==> src/rtl/core/spq_pkg.sv <==
package spq_pkg;

	typedef enum logic {
		CMD_PUSH = 1'b0,
		CMD_POP  = 1'b1
	} cmd_t;

	typedef enum logic [1:0] {
		STATUS_OK         = 2'd0,
		STATUS_POP_EMPTY  = 2'd1,
		STATUS_PUSH_FULL  = 2'd2
	} status_t;

	// per-cycle command broadcast to every cell of the row
	typedef struct packed {
		logic push;
		logic pop;
	} cell_ctrl_t;

endpackage

==> src/rtl/core/spq_req_if.sv <==
interface spq_req_if #(
	parameter int VALUE_WIDTH    = 32,
	parameter int PRIORITY_WIDTH = 16
);
	logic                             valid;
	logic                             ready;
	logic                             cmd;
	logic        [VALUE_WIDTH-1:0]    item_value;
	logic signed [PRIORITY_WIDTH-1:0] item_priority;

	modport source (output valid, output cmd, output item_value, output item_priority,
		input ready);
	modport sink (input valid, input cmd, input item_value, input item_priority,
		output ready);
endinterface

==> src/rtl/core/spq_rsp_if.sv <==
interface spq_rsp_if #(
	parameter int VALUE_WIDTH = 32,
	parameter int COUNT_WIDTH = 5
);
	logic                   valid;
	logic                   ready;
	logic [VALUE_WIDTH-1:0] popped_value;
	logic [VALUE_WIDTH-1:0] head_value;
	logic                   head_valid;
	logic [COUNT_WIDTH-1:0] entry_count;
	spq_pkg::status_t       status;

	modport source (output valid, output popped_value, output head_value,
		output head_valid, output entry_count, output status, input ready);
	modport sink (input valid, input popped_value, input head_value,
		input head_valid, input entry_count, input status, output ready);
endinterface

==> src/rtl/core/spq_cell.sv <==
module spq_cell #(
	parameter int VALUE_WIDTH    = 32,
	parameter int PRIORITY_WIDTH = 16
) (
	input  logic                             clk,
	input  spq_pkg::cell_ctrl_t              ctrl,
	input  logic        [VALUE_WIDTH-1:0]    new_value,
	input  logic signed [PRIORITY_WIDTH-1:0] new_priority,
	input  logic                             occupied,
	input  logic                             prev_ge,
	input  logic        [VALUE_WIDTH-1:0]    left_value,
	input  logic signed [PRIORITY_WIDTH-1:0] left_priority,
	input  logic        [VALUE_WIDTH-1:0]    right_value,
	input  logic signed [PRIORITY_WIDTH-1:0] right_priority,
	output logic        [VALUE_WIDTH-1:0]    value,
	output logic signed [PRIORITY_WIDTH-1:0] priority_out,
	output logic                             ge,
	output logic        [VALUE_WIDTH-1:0]    next_value
);
	import spq_pkg::*;

	logic        [VALUE_WIDTH-1:0]    value_q;
	logic signed [PRIORITY_WIDTH-1:0] priority_q;
	logic signed [PRIORITY_WIDTH-1:0] next_priority;

	// entry stays ahead of the new one when its priority is greater or equal
	assign ge = occupied && (priority_q >= new_priority);

	always_comb begin
		next_value    = value_q;
		next_priority = priority_q;
		if (ctrl.push) begin
			if (!ge) begin
				if (prev_ge) begin
					next_value    = new_value;
					next_priority = new_priority;
				end else begin
					next_value    = left_value;
					next_priority = left_priority;
				end
			end
		end else if (ctrl.pop) begin
			next_value    = right_value;
			next_priority = right_priority;
		end
	end

	always_ff @(posedge clk) begin
		value_q    <= next_value;
		priority_q <= next_priority;
	end

	assign value        = value_q;
	assign priority_out = priority_q;
endmodule

==> src/rtl/core/sorted_priority_queue_core.sv <==
// Sorted priority queue built as a row of compare-and-shift cells.
// The result of each command is registered when the command transfers.
// Throughput: one command per cycle while the result side drains; every cell compares and shifts in that cycle.
// A command transfers while the result register is empty or being drained.
// Reset clears the entry count and the result valid; cell contents stay undefined.
module sorted_priority_queue_core #(
	parameter int CAPACITY       = 16,
	parameter int VALUE_WIDTH    = 32,
	parameter int PRIORITY_WIDTH = 16
) (
	input logic   clk,
	input logic   arst_n,
	spq_req_if.sink   request,
	spq_rsp_if.source response
);
	import spq_pkg::*;

	localparam int CW = $clog2(CAPACITY + 1);
	localparam logic [CW-1:0] CAP_CNT = CW'(CAPACITY);

	logic        [VALUE_WIDTH-1:0]    val_w  [CAPACITY];
	logic signed [PRIORITY_WIDTH-1:0] prio_w [CAPACITY];
	logic        [VALUE_WIDTH-1:0]    next_w [CAPACITY];
	logic        [CAPACITY-1:0]       ge_w;

	logic [CW-1:0]    count_q, count_d;
	logic             accept, push_ok, pop_ok, is_push;
	cell_ctrl_t       ctrl;
	status_t          status_d;

	logic                   out_valid_q;
	logic [VALUE_WIDTH-1:0] popped_q, head_q;
	logic                   head_valid_q;
	logic [CW-1:0]          count_out_q;
	status_t                status_q;

	assign request.ready = !out_valid_q || response.ready;
	assign accept  = request.valid && request.ready;
	assign is_push = (request.cmd == CMD_PUSH);
	assign push_ok = accept && is_push && (count_q != CAP_CNT);
	assign pop_ok  = accept && !is_push && (count_q != '0);

	assign ctrl.push = push_ok;
	assign ctrl.pop  = pop_ok;

	for (genvar i = 0; i < CAPACITY; i++) begin : g_cell
		logic                             prev_ge;
		logic        [VALUE_WIDTH-1:0]    left_value, right_value;
		logic signed [PRIORITY_WIDTH-1:0] left_priority, right_priority;

		if (i == 0) begin : g_first
			assign prev_ge       = 1'b1;
			assign left_value    = request.item_value;
			assign left_priority = request.item_priority;
		end else begin : g_mid
			assign prev_ge       = ge_w[i-1];
			assign left_value    = val_w[i-1];
			assign left_priority = prio_w[i-1];
		end

		if (i == CAPACITY - 1) begin : g_last
			assign right_value    = '0;
			assign right_priority = '0;
		end else begin : g_inner
			assign right_value    = val_w[i+1];
			assign right_priority = prio_w[i+1];
		end

		spq_cell #(
			.VALUE_WIDTH    (VALUE_WIDTH),
			.PRIORITY_WIDTH (PRIORITY_WIDTH)
		) u_cell (
			.clk            (clk),
			.ctrl           (ctrl),
			.new_value      (request.item_value),
			.new_priority   (request.item_priority),
			.occupied       (CW'(i) < count_q),
			.prev_ge        (prev_ge),
			.left_value     (left_value),
			.left_priority  (left_priority),
			.right_value    (right_value),
			.right_priority (right_priority),
			.value          (val_w[i]),
			.priority_out   (prio_w[i]),
			.ge             (ge_w[i]),
			.next_value     (next_w[i])
		);
	end

	always_comb begin
		count_d  = count_q;
		status_d = STATUS_OK;
		if (push_ok) begin
			count_d = count_q + CW'(1);
		end else if (pop_ok) begin
			count_d = count_q - CW'(1);
		end
		if (accept && is_push && !push_ok) begin
			status_d = STATUS_PUSH_FULL;
		end else if (accept && !is_push && !pop_ok) begin
			status_d = STATUS_POP_EMPTY;
		end
	end

	always_ff @(posedge clk or negedge arst_n) begin
		if (!arst_n) begin
			count_q     <= '0;
			out_valid_q <= 1'b0;
		end else begin
			count_q <= count_d;
			if (accept) begin
				out_valid_q <= 1'b1;
			end else if (response.ready) begin
				out_valid_q <= 1'b0;
			end
		end
	end

	// result payload, loaded on every command transfer
	always_ff @(posedge clk) begin
		if (accept) begin
			popped_q     <= pop_ok ? val_w[0] : '0;
			head_q       <= (count_d != '0) ? next_w[0] : '0;
			head_valid_q <= (count_d != '0);
			count_out_q  <= count_d;
			status_q     <= status_d;
		end
	end

	assign response.valid        = out_valid_q;
	assign response.popped_value = popped_q;
	assign response.head_value   = head_q;
	assign response.head_valid   = head_valid_q;
	assign response.entry_count  = count_out_q;
	assign response.status       = status_q;

`ifndef ASSERT_OFF
	a_count_bound: assert property (@(posedge clk) disable iff (!arst_n)
		count_q <= CAP_CNT)
		else $error("entry count above capacity");

	a_push_count: assert property (@(posedge clk) disable iff (!arst_n)
		push_ok |=> count_q == $past(count_q) + CW'(1))
		else $error("accepted push did not grow the queue");

	a_full_status: assert property (@(posedge clk) disable iff (!arst_n)
		(response.valid && response.status == STATUS_PUSH_FULL)
		|-> response.entry_count == CAP_CNT)
		else $error("push dropped while queue not full");

	a_head_valid: assert property (@(posedge clk) disable iff (!arst_n)
		response.valid |-> (response.head_valid == (response.entry_count != '0)))
		else $error("head valid disagrees with entry count");
`endif
endmodule

==> src/flat_wrapper.sv <==
// flat-port wrapper written by rule: the top's interface ports become plain ports
module sorted_priority_queue_core_flat import spq_pkg::*;
#(
	parameter int CAPACITY       = 16,
	parameter int VALUE_WIDTH    = 32,
	parameter int PRIORITY_WIDTH = 16
)
  (clk, arst_n, request_valid, request_cmd, request_item_value, request_item_priority, request_ready, response_valid, response_popped_value, response_head_value, response_head_valid, response_entry_count, response_status, response_ready);
  spq_req_if #(.VALUE_WIDTH(VALUE_WIDTH), .PRIORITY_WIDTH(PRIORITY_WIDTH)) request_i ();
  spq_rsp_if #(.VALUE_WIDTH(VALUE_WIDTH), .COUNT_WIDTH(5)) response_i ();
  input logic clk;
  input logic arst_n;
  input wire logic [$bits(request_i.valid)-1:0] request_valid;
  input wire logic [$bits(request_i.cmd)-1:0] request_cmd;
  input wire logic [$bits(request_i.item_value)-1:0] request_item_value;
  input wire logic [$bits(request_i.item_priority)-1:0] request_item_priority;
  output wire logic [$bits(request_i.ready)-1:0] request_ready;
  output wire logic [$bits(response_i.valid)-1:0] response_valid;
  output wire logic [$bits(response_i.popped_value)-1:0] response_popped_value;
  output wire logic [$bits(response_i.head_value)-1:0] response_head_value;
  output wire logic [$bits(response_i.head_valid)-1:0] response_head_valid;
  output wire logic [$bits(response_i.entry_count)-1:0] response_entry_count;
  output wire logic [$bits(response_i.status)-1:0] response_status;
  input wire logic [$bits(response_i.ready)-1:0] response_ready;
  assign request_i.valid = request_valid;
  assign request_i.cmd = request_cmd;
  assign request_i.item_value = request_item_value;
  assign request_i.item_priority = request_item_priority;
  assign request_ready = request_i.ready;
  assign response_valid = response_i.valid;
  assign response_popped_value = response_i.popped_value;
  assign response_head_value = response_i.head_value;
  assign response_head_valid = response_i.head_valid;
  assign response_entry_count = response_i.entry_count;
  assign response_status = response_i.status;
  assign response_i.ready = response_ready;
  sorted_priority_queue_core #(.CAPACITY(CAPACITY), .VALUE_WIDTH(VALUE_WIDTH), .PRIORITY_WIDTH(PRIORITY_WIDTH)) u_core (.clk(clk), .arst_n(arst_n), .request(request_i), .response(response_i));
endmodule
==> config.mk <==
export PLATFORM = sky130hd
export DESIGN_NAME = sorted_priority_queue_core_flat
export DESIGN_NICKNAME = d
export VERILOG_FILES = /design/src/rtl/core/spq_pkg.sv /design/src/rtl/core/spq_req_if.sv /design/src/rtl/core/spq_rsp_if.sv /design/src/rtl/core/spq_cell.sv /design/src/rtl/core/sorted_priority_queue_core.sv /design/src/flat_wrapper.sv
export SDC_FILE = /design/constraint.sdc
export NUM_CORES = 2
export LEC_CHECK = 0
export BUFFER_PORTS_ARGS = -buffer_cell sky130_fd_sc_hd__buf_2
export CORE_MARGIN = 2
export CORE_UTILIZATION = 55
export CTS_CLUSTER_DIAMETER = 150
export DETAILED_ROUTE_END_ITERATION = 10
export PLACE_DENSITY = 0.82
export SYNTH_ARGS = -nofsm -noshare
export SYNTH_HDL_FRONTEND = slang
export SYNTH_HIERARCHICAL = 1
export SYNTH_SLANG_ARGS = --single-unit
==> constraint.sdc <==
create_clock -name clk -period 5 [get_ports clk]
set_clock_uncertainty 0.1 [all_clocks]
set_input_delay 0.25 -clock clk [delete_from_list [all_inputs] [get_ports clk]]
set_output_delay 0.25 -clock clk [all_outputs]
set_load 0.005 [all_outputs]
After elaboration in Yosys (flattened, before gate mapping). Cells that the tools add are included.

Reduce and logical (&&, ||, !) cells: 47. Equality and inequality tests: 17. Bitwise logic cells: 1. Mux-type cells: 131. Magnitude comparators: 32. $add $sub $neg: 2.

Operator list (number): $mux 32 (63); $mux 16 (63); $ge 16x16->1 (16); $lt 4x5->1 const A (8); $ne 2x2->1 const B (16); $reduce_and 2->1 (16); $logic_and 1x1->1 (23); $lt 3x5->1 const A (4); $lt 1x5->1 const A (2); $lt 2x5->1 const A (2); $mux 5 (2); $reduce_bool 5->1 (2); $add 5x1->5 const B (1); $ne 5x5->1 const B (1); $sub 5x1->5 const B (1); $reduce_bool 2->1 (2); $logic_not 1->1 (3); $mux 1 (3); $logic_or 1x1->1 (1); $not 1->1 (1).

Logic and storage cells: 269. Register bits: 846.

Logic depth before layout (Yosys ltp).
Word-level depth: 8. Depth in mapped cells: 16. Depth with buffers taken out: 12.

Cells and area by module. The synthesis kept the hierarchy.

Modules (own cells, without submodules): spq_cell at u_core.g_cell[1].u_cell ... (area an instance 3402.0 um2, instances 9, cells each 357); spq_cell at u_core.g_cell[0].u_cell ... (area an instance 3729.8 um2, instances 7, cells each 429); sorted_priority_queue_core (area an instance 3542.1 um2, instances 1, cells each 275).

Worst setup path after synthesis. OpenSTA, ideal clock, no wires.

Path kind: register to register. Start point: register u_core.count_q[0]. End point: register u_core.head_q[30] (netlist: u_core/response.head_value[30]) (data pin). Required time: 4.748 ns. Slack: 0.665 ns. Setup time: 0.152 ns. Cell stages (with the launch flop): 11. Period minus slack after synthesis: 4.335 ns. Arrival: 4.084 ns. Cell sequence: dfrtp_1 inv_1 ha_1 nor4bb_4 nor3_1 clkbuf_1 inv_1 o31ai_1 o221a_1 inv_1 a31oi_1.

RTL lines: start: declaration (RTL line sorted_priority_queue_core.sv:26) `logic [CW-1:0] count_q, count_d;`; start signal: assignment (RTL line sorted_priority_queue_core.sv:110) `count_q <= count_d;`; end signal: assignment (RTL line sorted_priority_queue_core.sv:123) `head_q <= (count_d != '0) ? next_w[0] : '0;`; end: declaration (RTL line sorted_priority_queue_core.sv:32) `logic [VALUE_WIDTH-1:0] popped_q, head_q;`.

==> impl_metrics.tcl <==
set metrics [dict create \
    die_x_um 335 \
    worstPathCellList "inv_1 > ha_1 > nor4b_4 > nor3_2 > buf_12 > nor2_2 > a31oi_2 > o221a_2" \
    rsz0062_at_grt "no" \
    cts_buffers 91 \
    critical_path.top_delay_family "simple AND/OR/NAND/NOR gates" \
    relSlewSlack_pct 13.4 \
    wl_um 153000 \
    vias_per_cell 6.34 \
    multiInputGateArea_um2 35200 \
    cts_max_path_buffers 3 \
    portBuffers 126 \
    grt_pass1_vias 47501 \
    synth_common_cells "617 x a21oi_1, 568 x inv_1, 522 x nand2_1, 512 x dfxtp_1, 490 x mux2i_1" \
    rrSetupSlack_ns 0.82 \
    cts_hold_buf 6 \
    insertion_delay_ns 0.68 \
    gp_congestion 0.854 \
    synth_most_common_cell "a21oi_1" \
    p_sw_share_pct 40.0 \
    grt_pass1_wl_um 251000 \
    crit_type "reg -> reg" \
    clkSinkCount 846 \
    ys_seq_area_share_pct 33.6 \
    hold_viol 0 \
    postCtsSetupBuffers 0 \
    htree_levels 3 \
    design_area_um2 64500 \
    setup_viol 0 \
    dr.pass1.iters 6 \
    p_sw_mw 12.8 \
    pwr-share-clk_pct 21.7 \
    internal_power_mw 19.2 \
    hold_ws_ns 0.0931 \
    synth_area_um2 60300 \
    layout_setup_ws_ns 0.823 \
    initial_core_util_pct 55.4 \
    die_h_um 335 \
    clkTransAtPathRegs_ns 0.06 \
    final_nets 6615 \
    root_buffer "clkbuf_16" \
    slew_violations 0 \
    critPathRequiredTime_ns 5.44 \
    synth_cell_types 65 \
    via_count 49461 \
    cts_resized 0 \
    wl_per_cell_um 19.7 \
    leakage_nw 28.0 \
    syn_inst 6491 \
    critPathSlowestCell "nor2_2" \
    pre_cts_slack_ns 0.899 \
    grt-ovfl-total 0 \
    drc 0 \
    coreArea_um2 109000 \
    outcome "finished, final reports clean" \
    ys_top_cells_by_area "dfxtp_1 17%, edfxtp_1 16%, mux2i_1 8.1%" \
    max_freq_mhz 239 \
    antenna_found_initial 14 \
    dieArea_um2 112000 \
    grt_usage_pct 26.4 \
    place_area_um2 61400 \
    syn_to_final_growth_pct 7.01 \
    worst_pin_slew_ns 1.30 \
    powerDensity_nw_per_um2 497 \
    start_kind "flip-flop" \
    yosysTopAreaCell "dfxtp_1" \
    register_area_um2 20200 \
    ys_ff_latch 846 \
    grt_max_degree 250 \
    slowest_delay_ns 1.01 \
    combPwrFrac_pct 40.6 \
    drtIter0Drc 4646 \
    crit_buf_inv 2 \
    fillers 8841 \
    worstSetupEndpointType "flip-flop" \
    cts_tree "built" \
    syn_area_per_cell_um2 9.29 \
    period_needed_ns 4.18 \
    min_period_over_period_pct 83.5 \
    synth_top_flop_cell "dfxtp_1" \
    p_seq_share_pct 37.7 \
    dp_hpwl_um 110000 \
    placementRows 121 \
    async_flop_share_pct 0.709 \
    synth_edf_count 328 \
    ys_warn_count 6 \
    min_path_type "in -> reg" \
    antenna_left 0 \
    cap_violations 0 \
    path_max_fanout 71 \
    yosys.area.top_type_share_pct 17.0 \
    setup_tns_ns 0 \
    drive_gt1_share_pct 20.0 \
    top_level_ports 127 \
    irDropWorstVdd_v 0.000366 \
    critPathArrivalTime_ns 4.62 \
    power_mw 32.1 \
]
## worst reg2reg max path, delay by kind of cell (launching register included)
family,cells,cell delay [ns]
flip-flops,1,0.56
adder cells (fa/ha/maj),1,0.33
buffers and inverters,2,0.59
AO/OA/AOI/OAI,2,0.89
AND/OR/NAND/NOR,3,1.57
## cell families after synthesis
group | synth area share, %
simple gates | 13.0
fa+ha+maj | 5.40
compound gates | 25.9
flops | 33.6
xor+xnor | 0.0436
buf+inv | 8.67
other cells | 0.0125
mux | 13.4
## path summary, 6_finish.rpt
kind / startpoint / endpoint / depth (start not counted)
min reg2reg: u_core/g_cell[15].u_cell/value[0]$_DFF_P_ / u_core/g_cell[15].u_cell/value[0]$_DFF_P_ / 2
min in group asynchronous: arst_n / u_core/count_q[1]$_DFF_PN0_ / 3
max reg2reg: u_core/count_q[1]$_DFF_PN0_ / u_core/g_cell[6].u_cell/value[30]$_DFF_P_ / 8
max: u_core/count_q[1]$_DFF_PN0_ / u_core/g_cell[6].u_cell/value[30]$_DFF_P_ / 8
max in group asynchronous: arst_n / u_core/count_q[0]$_DFF_PN0_ / 3
min: request_item_priority[14] / u_core/g_cell[8].u_cell/priority_out[14]$_DFFE_PP_ / 3
## placed cells by master (no fill, tap or decap), types with 19 or more instances in the layout
cell	instances
buf_4	130
and2_1	41
inv_1	567
ha_1	260
nand2b_1	25
mux2_2	279
conb_1	49
a31oi_1	42
clkbuf_1	22
clkbuf_16	91
buf_2	126
nor2_1	290
buf_12	19
a311oi_2	203
o211ai_2	261
nand3_1	281
edfxtp_1	328
o21ai_0	42
nand2_1	515
dfxtp_1	512
a22oi_1	279
mux2i_1	490
nand4_1	331
o211a_1	217
o211ai_1	37
a21oi_1	617
## registers in the layout, summed over array words and instances (netlist names)
signal                             flops
u_core/g_cell.u_cell/value           512
u_core/g_cell.u_cell/priority_out    256
u_core/response.head_value            32
u_core/response.popped_value          32
u_core/count_q                         5
u_core/response.entry_count            5
u_core/response.status                 2
u_core/response.head_valid             1
u_core/response.valid                  1
## layout make-up
class,instances,share of cell area (%)
multi-input cells,4514,54.6
flip-flops and latches,846,31.4
diodes,9,0.0349
well taps,1414,2.74
repair buffers,281,3.17
inverters,568,3.31
clock inverters,46,0.790
clock buffers,126,3.94
## per-stage QoR
| step | util [%] | instances |
|---|---|---|
| final | 59.3 | 7804 |
| after global routing | 59.3 | 7804 |
| after CTS | 59.3 | 7795 |
| after detailed placement | 56.5 | 7617 |
| after global placement | 56.5 | 7617 |
| after floorplan | - | 6538 |
## power by group through the flow
| stage | clock network, mW | registers [mW] | logic [mW] |
|---|---|---|---|
| 2_1_floorplan | 0 | 11.3 | 10.9 |
| 3_3_place_gp | 0 | 12.0 | 12.3 |
| 3_5_place_dp | 0 | 12.1 | 12.8 |
| 4_1_cts | 7.03 | 12.0 | 12.8 |
| 5_1_grt | 7.31 | 12.4 | 14.2 |
| 6_report | 6.97 | 12.1 | 13.0 |
## layer usage
metal / up-vias / part of all wire (%) / routed length [um] / track usage, %
met5: - / 0.0046 / 7 / 0
met4: 2 / 3.6 / 5470 / 10.6
met3: 318 / 5.7 / 8780 / 3.48
met2: 1719 / 48 / 73200 / 44.4
met1: 23588 / 43 / 66000 / 34.2
li1: 23834 / - / - / -
No activity file was read; power rests on OpenSTA's default activity.
